### config.mk
export PLATFORM = sky130hd
export DESIGN_NAME = edf_preemption_target_select_core
export DESIGN_NICKNAME = d
export VERILOG_FILES = /design/src/edfpts_pkg.sv /design/src/edfpts_ram.sv /design/src/edf_preemption_target_select_core.sv
export VERILOG_INCLUDE_DIRS = /design/src /design/src/src
export SDC_FILE = /design/constraint.sdc
export NUM_CORES = 1
export LEC_CHECK = 0
export BUFFER_PORTS_ARGS = -buffer_cell sky130_fd_sc_hd__buf_2
export CAP_MARGIN = 10
export CORE_UTILIZATION = 40
export DETAILED_ROUTE_END_ITERATION = 8
export PLACE_DENSITY_LB_ADDON = 0.12
export SLEW_MARGIN = 10
export SYNTH_ARGS = -nofsm -noshare
export SYNTH_HDL_FRONTEND = slang
export SYNTH_SLANG_ARGS = --single-unit
export TNS_END_PERCENT = 30
### constraint.sdc
create_clock -name clk -period 4.9 [get_ports clk]
set_clock_uncertainty 0.05 [all_clocks]
set_input_delay 0 -clock clk [delete_from_list [all_inputs] [get_ports clk]]
set_output_delay 0 -clock clk [all_outputs]
set_load 0.02 [all_outputs]
### src/assert_macros.svh
// Assertion helpers used by the target select core.
// Each macro checks one implication on the rising edge of clk, held off during rst.
`ifndef ASSERT_MACROS_SVH
`define ASSERT_MACROS_SVH

// Same-cycle implication
`define ASSERT_IMPL(label, ante, cons) \
  label: assert property (@(posedge clk) disable iff (rst) (ante) |-> (cons)) \
    else $error("same-cycle implication failed");

// Next-cycle implication
`define ASSERT_NEXT(label, ante, cons) \
  label: assert property (@(posedge clk) disable iff (rst) (ante) |=> (cons)) \
    else $error("next-cycle implication failed");

`endif

### src/edfpts_pkg.sv
package edfpts_pkg;

  // Operation codes carried in s_tuser
  localparam logic [1:0] FN_RUNNING = 2'd0;
  localparam logic [1:0] FN_IDLE    = 2'd1;
  localparam logic [1:0] FN_QUERY   = 2'd2;

  // Configuration register indexes
  localparam logic REG_CPU_COUNT     = 1'b0;
  localparam logic REG_ISOLATED_MASK = 1'b1;

  // Reset values of the configuration registers
  localparam logic [4:0]  CPU_COUNT_RESET     = 5'd12;
  localparam logic [15:0] ISOLATED_MASK_RESET = 16'h0820;

  // Width of the field and of the mask
  localparam int FIELD_CPU_W = 4;
  localparam int MASK_W      = 16;

  typedef enum logic [1:0] {
    ST_IDLE,
    ST_SCAN,
    ST_DONE
  } state_t;

  // A CPU is isolated only if it has a mask bit and that bit is set
  function automatic logic is_iso(input logic [MASK_W-1:0] mask, input logic [6:0] c);
    return (c < 7'(MASK_W)) && mask[c[3:0]];
  endfunction

endpackage

### src/edfpts_ram.sv
module edfpts_ram #(
  parameter int WIDTH = 64,
  parameter int DEPTH = 16
) (
  input  logic                     clk,
  input  logic                     we,
  input  logic [$clog2(DEPTH)-1:0] waddr,
  input  logic [WIDTH-1:0]         wdata,
  input  logic                     re,
  input  logic [$clog2(DEPTH)-1:0] raddr,
  output logic [WIDTH-1:0]         rdata
);

  logic [WIDTH-1:0] mem [DEPTH];

  // Write port
  always_ff @(posedge clk) begin
    if (we) begin
      mem[waddr] <= wdata;
    end
  end

  // Registered read port
  always_ff @(posedge clk) begin
    if (re) begin
      rdata <= mem[raddr];
    end
  end

endmodule

### src/edf_preemption_target_select_core.sv
// EDF preemption target select: keeps per CPU the deadline of the running task in a
// synchronous RAM and an idle bit in flip-flops. A running update, an idle update or an
// unused selector presents its all-zero result through the DONE state and the output
// register. A query steps through CPUs 0 to n-1, n = min(cpu_count, NUM_CPUS), reading
// one RAM entry per cycle. It ends early on the first idle isolated CPU. A stalled
// result stream holds the result in the DONE state. One item is in work at a time; the
// next transaction can be accepted in the same cycle as the result appears, while that
// result still waits in the output register. Deadline entries never written are never
// taken as candidates.
`include "assert_macros.svh"

module edf_preemption_target_select_core import edfpts_pkg::*; #(
  parameter int NUM_CPUS = 16
) (
  input  logic        clk,
  input  logic        rst,
  // Configuration write port
  input  logic        cfg_we,
  input  logic        cfg_index,
  input  logic [15:0] cfg_data,
  // Input stream
  input  logic        s_tvalid,
  output logic        s_tready,
  input  logic [71:0] s_tdata,  // [3:0] cpu_index, [67:4] task_deadline, [68] idle_flag
  input  logic [1:0]  s_tuser,  // [1:0] func
  // Result stream
  output logic        m_tvalid,
  input  logic        m_tready,
  output logic [7:0]  m_tdata   // [0] target_valid, [4:1] target_cpu, [5] target_was_idle
);

  localparam int CpuW = $clog2(NUM_CPUS);
  localparam int CntW = $clog2(NUM_CPUS + 1);

  // Input fields
  logic [1:0]             in_func;
  logic [FIELD_CPU_W-1:0] in_cpu;
  logic [63:0]            in_dl;
  logic                   in_idle;

  assign in_func = s_tuser;
  assign in_cpu  = s_tdata[3:0];
  assign in_dl   = s_tdata[67:4];
  assign in_idle = s_tdata[68];

  // Configuration registers
  logic [4:0]        cpu_count;
  logic [MASK_W-1:0] isolated_mask;

  always_ff @(posedge clk) begin
    if (rst) begin
      cpu_count     <= CPU_COUNT_RESET;
      isolated_mask <= ISOLATED_MASK_RESET;
    end else if (cfg_we) begin
      case (cfg_index)
        REG_CPU_COUNT:     cpu_count     <= cfg_data[4:0];
        REG_ISOLATED_MASK: isolated_mask <= cfg_data;
        default: ;
      endcase
    end
  end

  // Control and scan registers
  state_t           state, state_next;
  logic [NUM_CPUS-1:0] idle_bits;
  logic [NUM_CPUS-1:0] dl_valid;
  logic [CntW-1:0]  scan_cnt;
  logic [CntW-1:0]  limit;
  logic [63:0]      q_dl;
  logic             p_valid;
  logic             p_cand;
  logic [CpuW-1:0]  p_idx;
  logic [63:0]      best;
  logic [CpuW-1:0]  best_cpu;
  logic             found;
  logic             res_valid;
  logic [3:0]       res_cpu;
  logic             res_idle;
  logic             out_valid;
  logic [3:0]       out_cpu;
  logic             out_hit;
  logic             out_was_idle;

  // Handshake and decode
  logic            s_accept;
  logic            upd_ok;
  logic [CpuW-1:0] upd_idx;
  logic            slot_free;
  logic            issue;
  logic [CpuW-1:0] scan_idx;
  logic            scan_iso;
  logic            scan_idle_hit;
  logic            scan_end;
  logic            mem_we;
  logic [63:0]     rd_data;

  assign s_tready  = (state == ST_IDLE);
  assign s_accept  = s_tvalid && s_tready;
  assign upd_idx   = CpuW'(in_cpu);
  assign upd_ok    = (int'(in_cpu) < NUM_CPUS) && is_iso(isolated_mask, 7'(in_cpu));
  assign slot_free = !out_valid || m_tready;
  assign mem_we    = s_accept && (in_func == FN_RUNNING) && upd_ok;

  assign limit = (int'(cpu_count) > NUM_CPUS) ? CntW'(NUM_CPUS) : CntW'(cpu_count);

  // Scan issue stage: idle bits sit in flops, deadlines come from RAM next cycle
  assign scan_end      = (scan_cnt >= limit);
  assign issue         = (state == ST_SCAN) && !scan_end;
  assign scan_idx      = scan_cnt[CpuW-1:0];
  assign scan_iso      = is_iso(isolated_mask, 7'(scan_cnt));
  assign scan_idle_hit = issue && scan_iso && idle_bits[scan_idx];

  edfpts_ram #(
    .WIDTH(64),
    .DEPTH(NUM_CPUS)
  ) u_dl_ram (
    .clk  (clk),
    .we   (mem_we),
    .waddr(upd_idx),
    .wdata(in_dl),
    .re   (issue),
    .raddr(scan_idx),
    .rdata(rd_data)
  );

  // State register
  always_ff @(posedge clk) begin
    if (rst) begin
      state <= ST_IDLE;
    end else begin
      state <= state_next;
    end
  end

  // Next state
  always_comb begin
    state_next = state;
    case (state)
      ST_IDLE: begin
        if (s_accept) begin
          state_next = (in_func == FN_QUERY) ? ST_SCAN : ST_DONE;
        end
      end
      ST_SCAN: begin
        if (scan_idle_hit || (scan_end && !p_valid)) begin
          state_next = ST_DONE;
        end
      end
      ST_DONE: begin
        if (slot_free) begin
          state_next = ST_IDLE;
        end
      end
      default: state_next = ST_IDLE;
    endcase
  end

  // Idle bits and deadline valid bits
  always_ff @(posedge clk) begin
    if (rst) begin
      idle_bits <= '1;
      dl_valid  <= '0;
    end else begin
      if (s_accept && (in_func == FN_IDLE) && upd_ok) begin
        idle_bits[upd_idx] <= in_idle;
      end
      if (mem_we) begin
        dl_valid[upd_idx] <= 1'b1;
      end
    end
  end

  // Scan pipeline control
  always_ff @(posedge clk) begin
    if (rst) begin
      p_valid <= 1'b0;
    end else begin
      p_valid <= issue && !scan_idle_hit;
    end
  end

  // Scan datapath and result capture
  always_ff @(posedge clk) begin
    if (s_accept) begin
      q_dl      <= in_dl;
      scan_cnt  <= '0;
      best      <= '0;
      best_cpu  <= '0;
      found     <= 1'b0;
      res_valid <= 1'b0;
      res_cpu   <= '0;
      res_idle  <= 1'b0;
    end else if (state == ST_SCAN) begin
      // Advance the issue pointer and stage this CPU
      if (issue) begin
        scan_cnt <= scan_cnt + CntW'(1);
        p_idx    <= scan_idx;
        p_cand   <= scan_iso && !idle_bits[scan_idx] && dl_valid[scan_idx];
      end
      // Keep the strictly greatest deadline, lowest index on ties
      if (p_valid && p_cand && (best < rd_data)) begin
        best     <= rd_data;
        best_cpu <= p_idx;
        found    <= 1'b1;
      end
      if (scan_idle_hit) begin
        res_valid <= 1'b1;
        res_cpu   <= 4'(scan_cnt);
        res_idle  <= 1'b1;
      end else if (scan_end && !p_valid) begin
        res_valid <= found && (q_dl < best);
        res_cpu   <= (found && (q_dl < best)) ? 4'(best_cpu) : 4'd0;
        res_idle  <= 1'b0;
      end
    end
  end

  // Output register
  always_ff @(posedge clk) begin
    if (rst) begin
      out_valid <= 1'b0;
    end else if ((state == ST_DONE) && slot_free) begin
      out_valid <= 1'b1;
    end else if (m_tready) begin
      out_valid <= 1'b0;
    end
  end

  always_ff @(posedge clk) begin
    if ((state == ST_DONE) && slot_free) begin
      out_hit      <= res_valid;
      out_cpu      <= res_cpu;
      out_was_idle <= res_idle;
    end
  end

  assign m_tvalid = out_valid;
  assign m_tdata  = {2'b00, out_was_idle, out_cpu, out_hit};

  // Checks
  `ASSERT_NEXT(a_query_scans, s_accept && (in_func == FN_QUERY), state == ST_SCAN)
  `ASSERT_NEXT(a_update_done, s_accept && (in_func != FN_QUERY), state == ST_DONE)
  `ASSERT_IMPL(a_ram_write_idle, mem_we, state == ST_IDLE)
  `ASSERT_IMPL(a_scan_bound, state == ST_SCAN, scan_cnt <= limit)
  `ASSERT_IMPL(a_pipe_in_scan, p_valid, state == ST_SCAN)

endmodule
-- Word-level counts from Yosys, hierarchy flattened
Memories as Yosys holds them, arrays and structs flattened. A register that Yosys moved wholly into a read port is not among the register bits.
Index checks and enable logic that the tools add are counted.
- logic and storage cells: 104
- bits of input ports: 96
- memories kept: 1
- bits in registers: 212
- bits in writable memories: 1024
- bitwise logic cells: 3
- mux-type cells: 28
- magnitude comparators: 8
- equal/unequal tests: 7
- add/subtract/negate cells: 1
- reduce and logical (&&, ||, !) cells: 36
- memories (memory ; depth ; bits a word ; rd ports ; clocked after Yosys merged registers in ; write ports ; line ; RTL):
    u_dl_ram.mem ; 16 ; 64 ; 1 ; 1 ; 1 ; edfpts_ram.sv:14 ; logic [WIDTH-1:0] mem [DEPTH];
- operators with widths (cell ; number):
    < comparator 64 bit ; 2
    logical AND 1 bit ; 18
    binary-select mux 1 bit (select 4 bit) ; 4
    bitwise mux 16 bit ; 1
    OR 16 bit ; 1
    2-to-1 mux 1 bit ; 13
    2-to-1 mux 4 bit ; 3
    < comparator 4 x 5 -> 1 bit, second input constant ; 2
    AND reduction 2 bit ; 5
    2-to-1 mux 2 bit ; 4
    case mux 2 bit (3 select lines) ; 1
    AND reduction 3 bit ; 2
    adder 5 x 1 -> 5 bit, second input constant ; 1
    >= comparator 5 bit ; 1
    > comparator 5 bit, second input constant ; 1
    zero test 1 bit ; 5
    < comparator 5 bit, second input constant ; 1
    2-to-1 mux 5 bit ; 1
    demux 1 bit (select 4 bit) ; 1
    equality test 2 x 1 -> 1 bit, second input constant ; 2
    equality test 2 bit, second input constant ; 2
    >= comparator 4 x 1 -> 1 bit, second input constant ; 1
    zero test 2 bit ; 2
    != test 2 x 1 -> 1 bit, second input constant ; 2
    4 further kinds ; 7

-- Depth between registers and ports, before layout
Gate-level depths: netlist (run 1).
- depth in word-level cells: 10
- mapped depth: 12
- gate-level depth less buffers: 10

-- By module
From an unflattened synthesis (run 1), not the netlist that was laid out.
- cells, all modules: 2758
- area total of the unflattened synthesis: 51374.3 um^2
- by module, submodules not included (module ; sequential area each (um^2) ; area an instance (um^2) ; cells each ; instances):
    edfpts_ram ; 32671.3 ; 40222.3 ; 1647 ; 1
    edf_preemption_target_select_core ; 4994.8 ; 11151.9 ; 1111 ; 1

-- Least setup slack after synthesis (run 1)
No wires, ideal clock.
- path type: register to register
- from: reg state[1]
- to: mem u_dl_ram.mem[15][0] (enable)
- arrival: 4.221 ns
- path buffers: 0
- cell stages (with the launch flop): 8
- slack: 0.143 ns
- cells stage by stage: dfxtp_1 -> nor2_1 -> nand2_1 -> inv_1 -> nand3_1 -> nor2_1 -> nand2_1 -> nor2_1
- cells in the longest elaborated chain, start to end: 6
- RTL lines (item ; line ; RTL):
    from (decl) ; edf_preemption_target_select_core.sv:64 ; state_t state, state_next;
    from (signal assigned) ; edf_preemption_target_select_core.sv:131 ; state <= state_next;
    zero test 2 bit ; edf_preemption_target_select_core.sv:97 ; assign s_tready = (state == ST_IDLE);
    named net s_tready ; edf_preemption_target_select_core.sv:23 ; output logic s_tready,
    logical AND 1 bit ; edf_preemption_target_select_core.sv:98 ; assign s_accept = s_tvalid && s_tready;
    logical AND 1 bit (2 in series) ; edf_preemption_target_select_core.sv:102 ; assign mem_we = s_accept && (in_func == FN_RUNNING) && upd_ok;
    2-to-1 mux 1 bit ; edfpts_ram.sv:18 ; if (we) begin
    2-to-1 mux 1 bit (not written as such) ; edfpts_ram.sv:19 ; mem[waddr] <= wdata;
    to (decl) ; edfpts_ram.sv:14 ;
The timed path passes the listed nets, and every way through them passes these cells.

-- Worst setup path after layout (run 1)
- from: reg scan_cnt[0]
- to: reg state[0]
- cells in the longest elaborated chain, start to end: 8
- elaborated cells on any way between the ends: 15
- classes of those cells: order compare (2); eq/ne (1); mux (4); reduce/logical (8)
- RTL lines (item ; line ; RTL):
    from (decl) ; edf_preemption_target_select_core.sv:67 ; logic [CntW-1:0] scan_cnt;
    from (signal assigned) ; edf_preemption_target_select_core.sv:196 ; scan_cnt <= scan_cnt + CntW'(1);
    binary-select mux 1 bit (select 4 bit) / >= comparator 5 bit (equally long branches) ; edfpts_pkg.sv:28, edf_preemption_target_select_core.sv:107 ;
    2-to-1 mux 1 bit (not written as such) / zero test 1 bit (equally long branches) ; edfpts_pkg.sv:28, edf_preemption_target_select_core.sv:108 ;
    logical AND 1 bit, on equally long branches ; edfpts_pkg.sv:28, edf_preemption_target_select_core.sv:108 ;
    logical AND 1 bit (2 in series) ; edf_preemption_target_select_core.sv:111 ; assign scan_idle_hit = issue && scan_iso && idle_bits[scan_idx];
    logical OR 1 bit * ; edf_preemption_target_select_core.sv:145 ; if (scan_idle_hit || (scan_end && !p_valid)) begin
    != test 2 x 1 -> 1 bit (no source line) * ; -- ;
    AND reduction 3 bit (no source line) * ; -- ;
Every way passes the cells marked *; elsewhere a longest branch is shown, timed or not. The select of a mux whose other input is x is not followed.
A chain may end at the register's enable or synchronous reset.

==> results of run 1 <==
-- area by class of cell --
type | count | area (sq um) | area share (%)
antenna | 2 | 5.00 | 0.00830
clock buffer | 191 | 3820 | 6.33
clock inverter | 62 | 449 | 0.745
inverter | 138 | 526 | 0.871
multi-input combinational | 1048 | 12900 | 21.3
sequential | 1300 | 37700 | 62.5
tap | 1662 | 2080 | 3.45
timing repair buffer | 318 | 2900 | 4.81
-- worst max-delay path: cells and delay by family, from the launching register on --
family | cells | cell delay [ps]
compound gates | 1 | 140
mux | 2 | 890
flops | 1 | 680
buf+inv | 2 | 1140
simple gates | 4 | 620
-- sequential cells by signal, indices dropped and copies added, names as in the netlist --
signal and count:
m_tvalid 1, out_was_idle 1, p_valid 1, q_dl 64, res_valid 1, out_hit 1
isolated_mask 16, res_idle 1, best_cpu 4, out_cpu 4, u_dl_ram.mem 1024, best 64
res_cpu 4, scan_cnt 5, found 1, p_cand 1, u_dl_ram.rdata 64, dl_valid 16
state 2, p_idx 4, cpu_count 5, idle_bits 16
-- per-layer routing --
layer	wire, um	up-vias	global-route usage (%)
li1	-	11360	-
met1	55600	13922	26.8
met2	61800	609	32.2
met3	5200	177	3.02
met4	2240	8	5.17
met5	47	-	0
-- cell usage after synthesis, types with 4 or more instances --
cell      instances  area (sq um)
edfxtp_1       1163         34900
nand4_1          25           156
nand3_1          83           415
a211oi_1          6          45.0
dfxtp_1         137          2740
buf_2            29           145
mux4_2          336          7570
a21o_1           18           135
mux2i_1           9          90.1
o31ai_4           5           106
and2_1            8          50.1
nand2_1          70           263
a21oi_1          76           380
o21ai_1           4          20.0
buf_1            26          97.6
a211o_1           5          43.8
o21ai_0          16          80.1
nand2b_1          8          50.1
a311o_1          16           160
nor4_1            4          25.0
nor3_1            9          45.0
and4_1            6          52.6
o31ai_1          60           450
inv_1           138           518
clkbuf_1         64           240
o21a_1            6          45.0
nand3b_1          5          37.5
nor2b_1          10          62.6
mux2_2            4          45.0
nor2_1           66           248
a221o_1           5          50.1
a21boi_0         18           135
ha_1            132          1650
buf_4             6          45.0
-- cell families (layout without fill, tap and decap cells) --
family	Yosys count	in the layout	synth area share (%)
buf+inv	265	709	2.08
compound gates	255	255	3.56
xor+xnor	4	4	0.0681
flops	1300	1300	73.2
simple gates	305	305	2.91
mux	350	350	15.0
fa+ha+maj	132	132	3.21
other cells	1	4	0.00729
-- path summary, 6_finish.rpt --
| check | endpoint | cells past startpoint | slack (ps) | start |
|---|---|---|---|---|
| worst max-delay path | state[0] | 9 | 1290 | scan_cnt[0] |
| worst min-delay path | q_dl[8] | 2 | 110 | s_tdata[12] |
| worst max register to register | state[0] | 9 | 1290 | scan_cnt[0] |
| worst min register to register | out_hit | 0 | 390 | res_valid |
-- power by group through the flow --
stage               Combinational, W  Sequential (W)  Clock (W)
floorplan                   0.000687          0.0124          0
global placement             0.00101          0.0124          0
detailed placement           0.00103          0.0124          0
CTS                          0.00113          0.0122     0.0102
global route                 0.00121          0.0122     0.0106
finish                       0.00111          0.0122    0.00992
-- metrics by stage --
stage | worst slack (ps) | utilization [%]
final | 1290 | 47.3
after floorplan | 143 | -
after global routing | 919 | 47.3
after detailed placement | 1370 | 42.8
after global placement | 1400 | 42.8
after CTS | 1210 | 47.3
==> results.toml, run 1 <==
[setup_path]
max_stage_delay_ps = 680
crit_fanout = 27
crit_chain = "buf_4 -> mux4_2 -> mux2_2 -> nand3b_1 -> a211oi_4 -> nor3_1 -> nor2_1 -> nor3_1 -> dlygate4sd3_1"
cp-start-kind = "register"
worstSetupEndpointType = "register"
critical_path_class = "register to register"
crit_slowest_cell = "dfxtp_4"
arrival_ps = 4240
worst_path_most_repeated_cell = "nor3_1"
cp.required_ps = 5530

[final_layout]
fill_cells = 10581
drive_above_1_share_pct = 23.7
fin_cells = 4721
final_cell_mix = "1,163 x edfxtp_1, 336 x mux4_2, 150 x dlygate4sd3_1"
nNetsFinal = 3174
layout_commonest_cell = "edfxtp_1"
final_cell_area_sq_um = 60300
area.growth.synth_to_final_pct = 17.2

[timing]
hold_violations = 0
holdWs_ps = 106
setup_viol = 0
fin_crit_ps = 3610
max_freq_mhz = 277
max-slew-margin-rel_pct = 27.8
period_share_pct = 73.7
tightest_slew_ps = 1080
drv_slew = 0
grt_setup_unrepaired = "no"
setup_tns_ps = 0

[placement]
dpl_cell_area_sq_um = 54500
dp_hpwl_mm = 69.2
dp.cells = 4316
place_congestion = 0.782
port_buffers = 100

[synth]
yosysWarnings = 0
synth.avg_cell_area_sq_um = 19.7
syn_area_sq_um = 51500
yosysSeqAreaShare_pct = 73.2
synth_edf_count = 1163
ys_async_sr_fraction_pct = 0
synth_seq_cells = 1300
syn_inst = 2612
ys.flop_type = "edfxtp_1"
yosysUniqueCellTypes = 57

[clocking]
clockBufferDepth = 3
clk_pin_slew_ps = 60
numCtsBuffers = 140
cts_tree = "built"
htree_levels = 4
cts_resized = 0
clock_latency_ps = 760
cts_hold_buf = 150
cts_root_buf = "clkbuf_16"
clkSinkCount = 1300
post_cts_buffers = 0

[worst_hold_path]
min_path_type = "primary input to register"

[flow_run]
max_cap_viol_count = 0

[die]
start_util_pct = 40.4
core_area_sq_um = 128000
die-width_um = 361
rows = 131
die_area_sq_um = 130000
ioPinCount = 106
die_h_um = 361

[power]
pwr-share-clk_pct = 42.7
power.density_nw_per_um2 = 385
p_total_w = 0.0232
ir_drop_uv = 363
power_frac_comb_pct = 4.8
power_frac_seq_pct = 52.6
sw_frac_of_total_pct = 20.8
p_leak_nw = 19.4
p_sw_w = 0.00484
internal_power_w = 0.0184

[route]
drc = 0
wl_mm = 125
dr.pass1.iters = 5
antenna_left = 0
viasPerCell = 5.52
num_vias = 26076
first_iter_violations = 2065
wl_per_cell_um = 26.5

[grt]
grt_max_degree = 99
grt_overflow = 0
antenna_found_initial = 8
grt_pass1_wl_mm = 185
grt_pass1_vias = 28007
grt_usage_pct = 19.5

[outcome]
status = "completed"
(Power assumes the default switching activity.)
==> run 2: changes to the inputs <==
- clock period: 4.9 -> 3.4 ns (I/O delays scaled with it)
==> run 2 against run 1 <==
Fmax rose by 15%. Sequential cell count did not move. Register-to-register slack got worse by 1000 ps. Utilization rose by 0.65 points. Power rose by 47%. Worst hold slack got worse by 40 ps. Global-route usage barely moved. Largest power group unchanged. Highest routed layer unchanged.
==> results.toml, run 2 (synthesis results as in run 1) <==
[setup_path]
cp-start-kind = "register"
cp.required_ps = 4050
crit_fanout = 41
r2r_cells = 9
r2r_setup_slack_ps = 260
r2r_start = "scan_cnt[0]"
r2r-end = "state[0]"
arrival_ps = 3790
worstSetupEndpointType = "register"
critical_path_class = "register to register"

[grt]
gr-usage-met1_pct = 27.1
top_usage_layer = "met2"
grt_max_degree = 137
grt_pass1_wl_mm = 185
antenna_found_initial = 6
grt_pass1_vias = 27514
use_met2_pct = 31.9
met3_usage_pct = 3.15
grt_usage_pct = 19.5
grt_overflow = 0

[final_layout]
fin_cells = 4758
area.growth.synth_to_final_pct = 18.8
layout_commonest_cell = "edfxtp_1"
drive_above_1_share_pct = 25.4
nNetsFinal = 3203
final_cell_mix = "1,163 x edfxtp_1, 336 x mux4_2, 144 x clkbuf_16"
fill_cells = 10560
final_cell_area_sq_um = 61200
largest_register = "u_dl_ram.mem"
largest_reg_flops = 1024

[worst_hold_path]
min_path_type = "primary input to register"
worstHoldPathCells = 5
hold_end = "cpu_count[2]"
min_from = "cfg_data[2]"

[route]
num_vias = 26023
antenna_left = 0
dr.pass1.iters = 6
wl_per_cell_um = 26.3
first_iter_violations = 1949
wl_mm = 125
drc = 0
viasPerCell = 5.47

[placement]
port_buffers = 100
place_congestion = 0.786
pre_cts_ws_ps = 222
dp.cells = 4353
dp_hpwl_mm = 71.9
dpl_cell_area_sq_um = 55200

[die]
ioPinCount = 106
die-width_um = 361
rows = 131
start_util_pct = 40.4
core_area_sq_um = 128000
die_h_um = 361
die_area_sq_um = 130000

[clocking]
cts_root_buf = "clkbuf_16"
clk_pin_slew_ps = 60
clockBufferDepth = 3
clock_latency_ps = 760
numCtsBuffers = 141
cts_tree = "built"
htree_levels = 4
clkSinkCount = 1300
post_cts_buffers = 0

[power]
power.density_nw_per_um2 = 560
power_frac_comb_pct = 4.8
ir_drop_uv = 436
p_leak_nw = 19.8
pwr-share-clk_pct = 43.8
sw_frac_of_total_pct = 21.0
p_sw_w = 0.00719
power_frac_seq_pct = 51.4
internal_power_w = 0.0271

[outcome]
status = "completed"

[timing]
grt_setup_unrepaired = "no"
tightest_slew_ps = 1090
drv_slew = 0
layout_setup_ws_ps = 263
fin_crit_ps = 3140
period_share_pct = 92.3
setup_viol = 0
max-slew-margin-rel_pct = 27.5
hold_violations = 0
max_freq_mhz = 319

[flow_run]
max_cap_viol_count = 0
-- run 2: changes by cell type in the layout (fill, tap and decap cells not counted), sizes merged --
| cell | delta |
|---|---|
| clkinvlp | +1 |
| diode | +1 |
| inv | +5 |
| clkinv | -2 |
| clkbuf | -1 |
| bufinv | +5 |
| buf | +37 |
| dlygate4sd3 | -9 |
-- run 2: cell type report --
cell class              count  area [sq um]  share of cell area (%)
multi-input cells        1048         12900                    21.0
clock inverters            71           686                    1.12
well taps                1662          2080                    3.40
repair buffers            346          3460                    5.66
flip-flops and latches   1300         37700                    61.6
inverters                 138           526                   0.859
diodes                      3          7.51                  0.0123
clock buffers             190          3850                    6.29
-- run 2: worst max-delay path: stages (launching register included) --
cell and delay (ps):
dfxtp_4 470, buf_12 360, mux4_2 580, mux2_2 290, nand3b_1 190, a211oi_4 150
nor3_1 200, nor2_1 60, nor3_1 120, dlygate4sd3_1 580
-- run 2: worst max-delay path by stage --
stage	startpoint	end	cells after the start
after global placement	u_dl_ram.rdata[9]	best[52]	10
after floorplan	state[1]	u_dl_ram.mem[0][0]	7
after global routing	scan_cnt[0]	state[0]	9
final	scan_cnt[0]	state[0]	9
after detailed placement	u_dl_ram.rdata[9]	best[49]	10
after CTS	u_dl_ram.rdata[9]	best[52]	10
-- run 2: repair_timing --
action	in CTS	in global routing
gates resized for setup	0	0
endpoints found under the hold margin	1177	0
hold buffers	141	0
-- run 2: through the flow --
step | util (%) | TNS, ps | hold WS [ps] | total power, W
2_1_floorplan | - | -332210 | 48.9 | 0.0189
5_1_grt | 47.9 | 0 | 68.5 | 0.0354
6_report | 48.0 | 0 | 66.4 | 0.0342
3_5_place_dp | 43.3 | 0 | 191 | 0.0195
4_1_cts | 47.9 | 0 | 6.10 | 0.0347
3_3_place_gp | 43.3 | 0 | 169 | 0.0194
-- run 2: metal layers --
metal,vias to the layer above,routed length [um]
li1,11428,-
met1,13863,56600
met2,557,61400
met3,171,4760
met4,4,2430
met5,-,23
-- run 2: power groups by stage --
stage	Clock, W	Sequential (W)	Combinational, W
after floorplan	0	0.0179	0.000993
after global placement	0	0.0179	0.00151
after detailed placement	0	0.0179	0.00155
after CTS	0.0154	0.0176	0.00168
after global routing	0.0160	0.0176	0.00180
final	0.0150	0.0176	0.00164
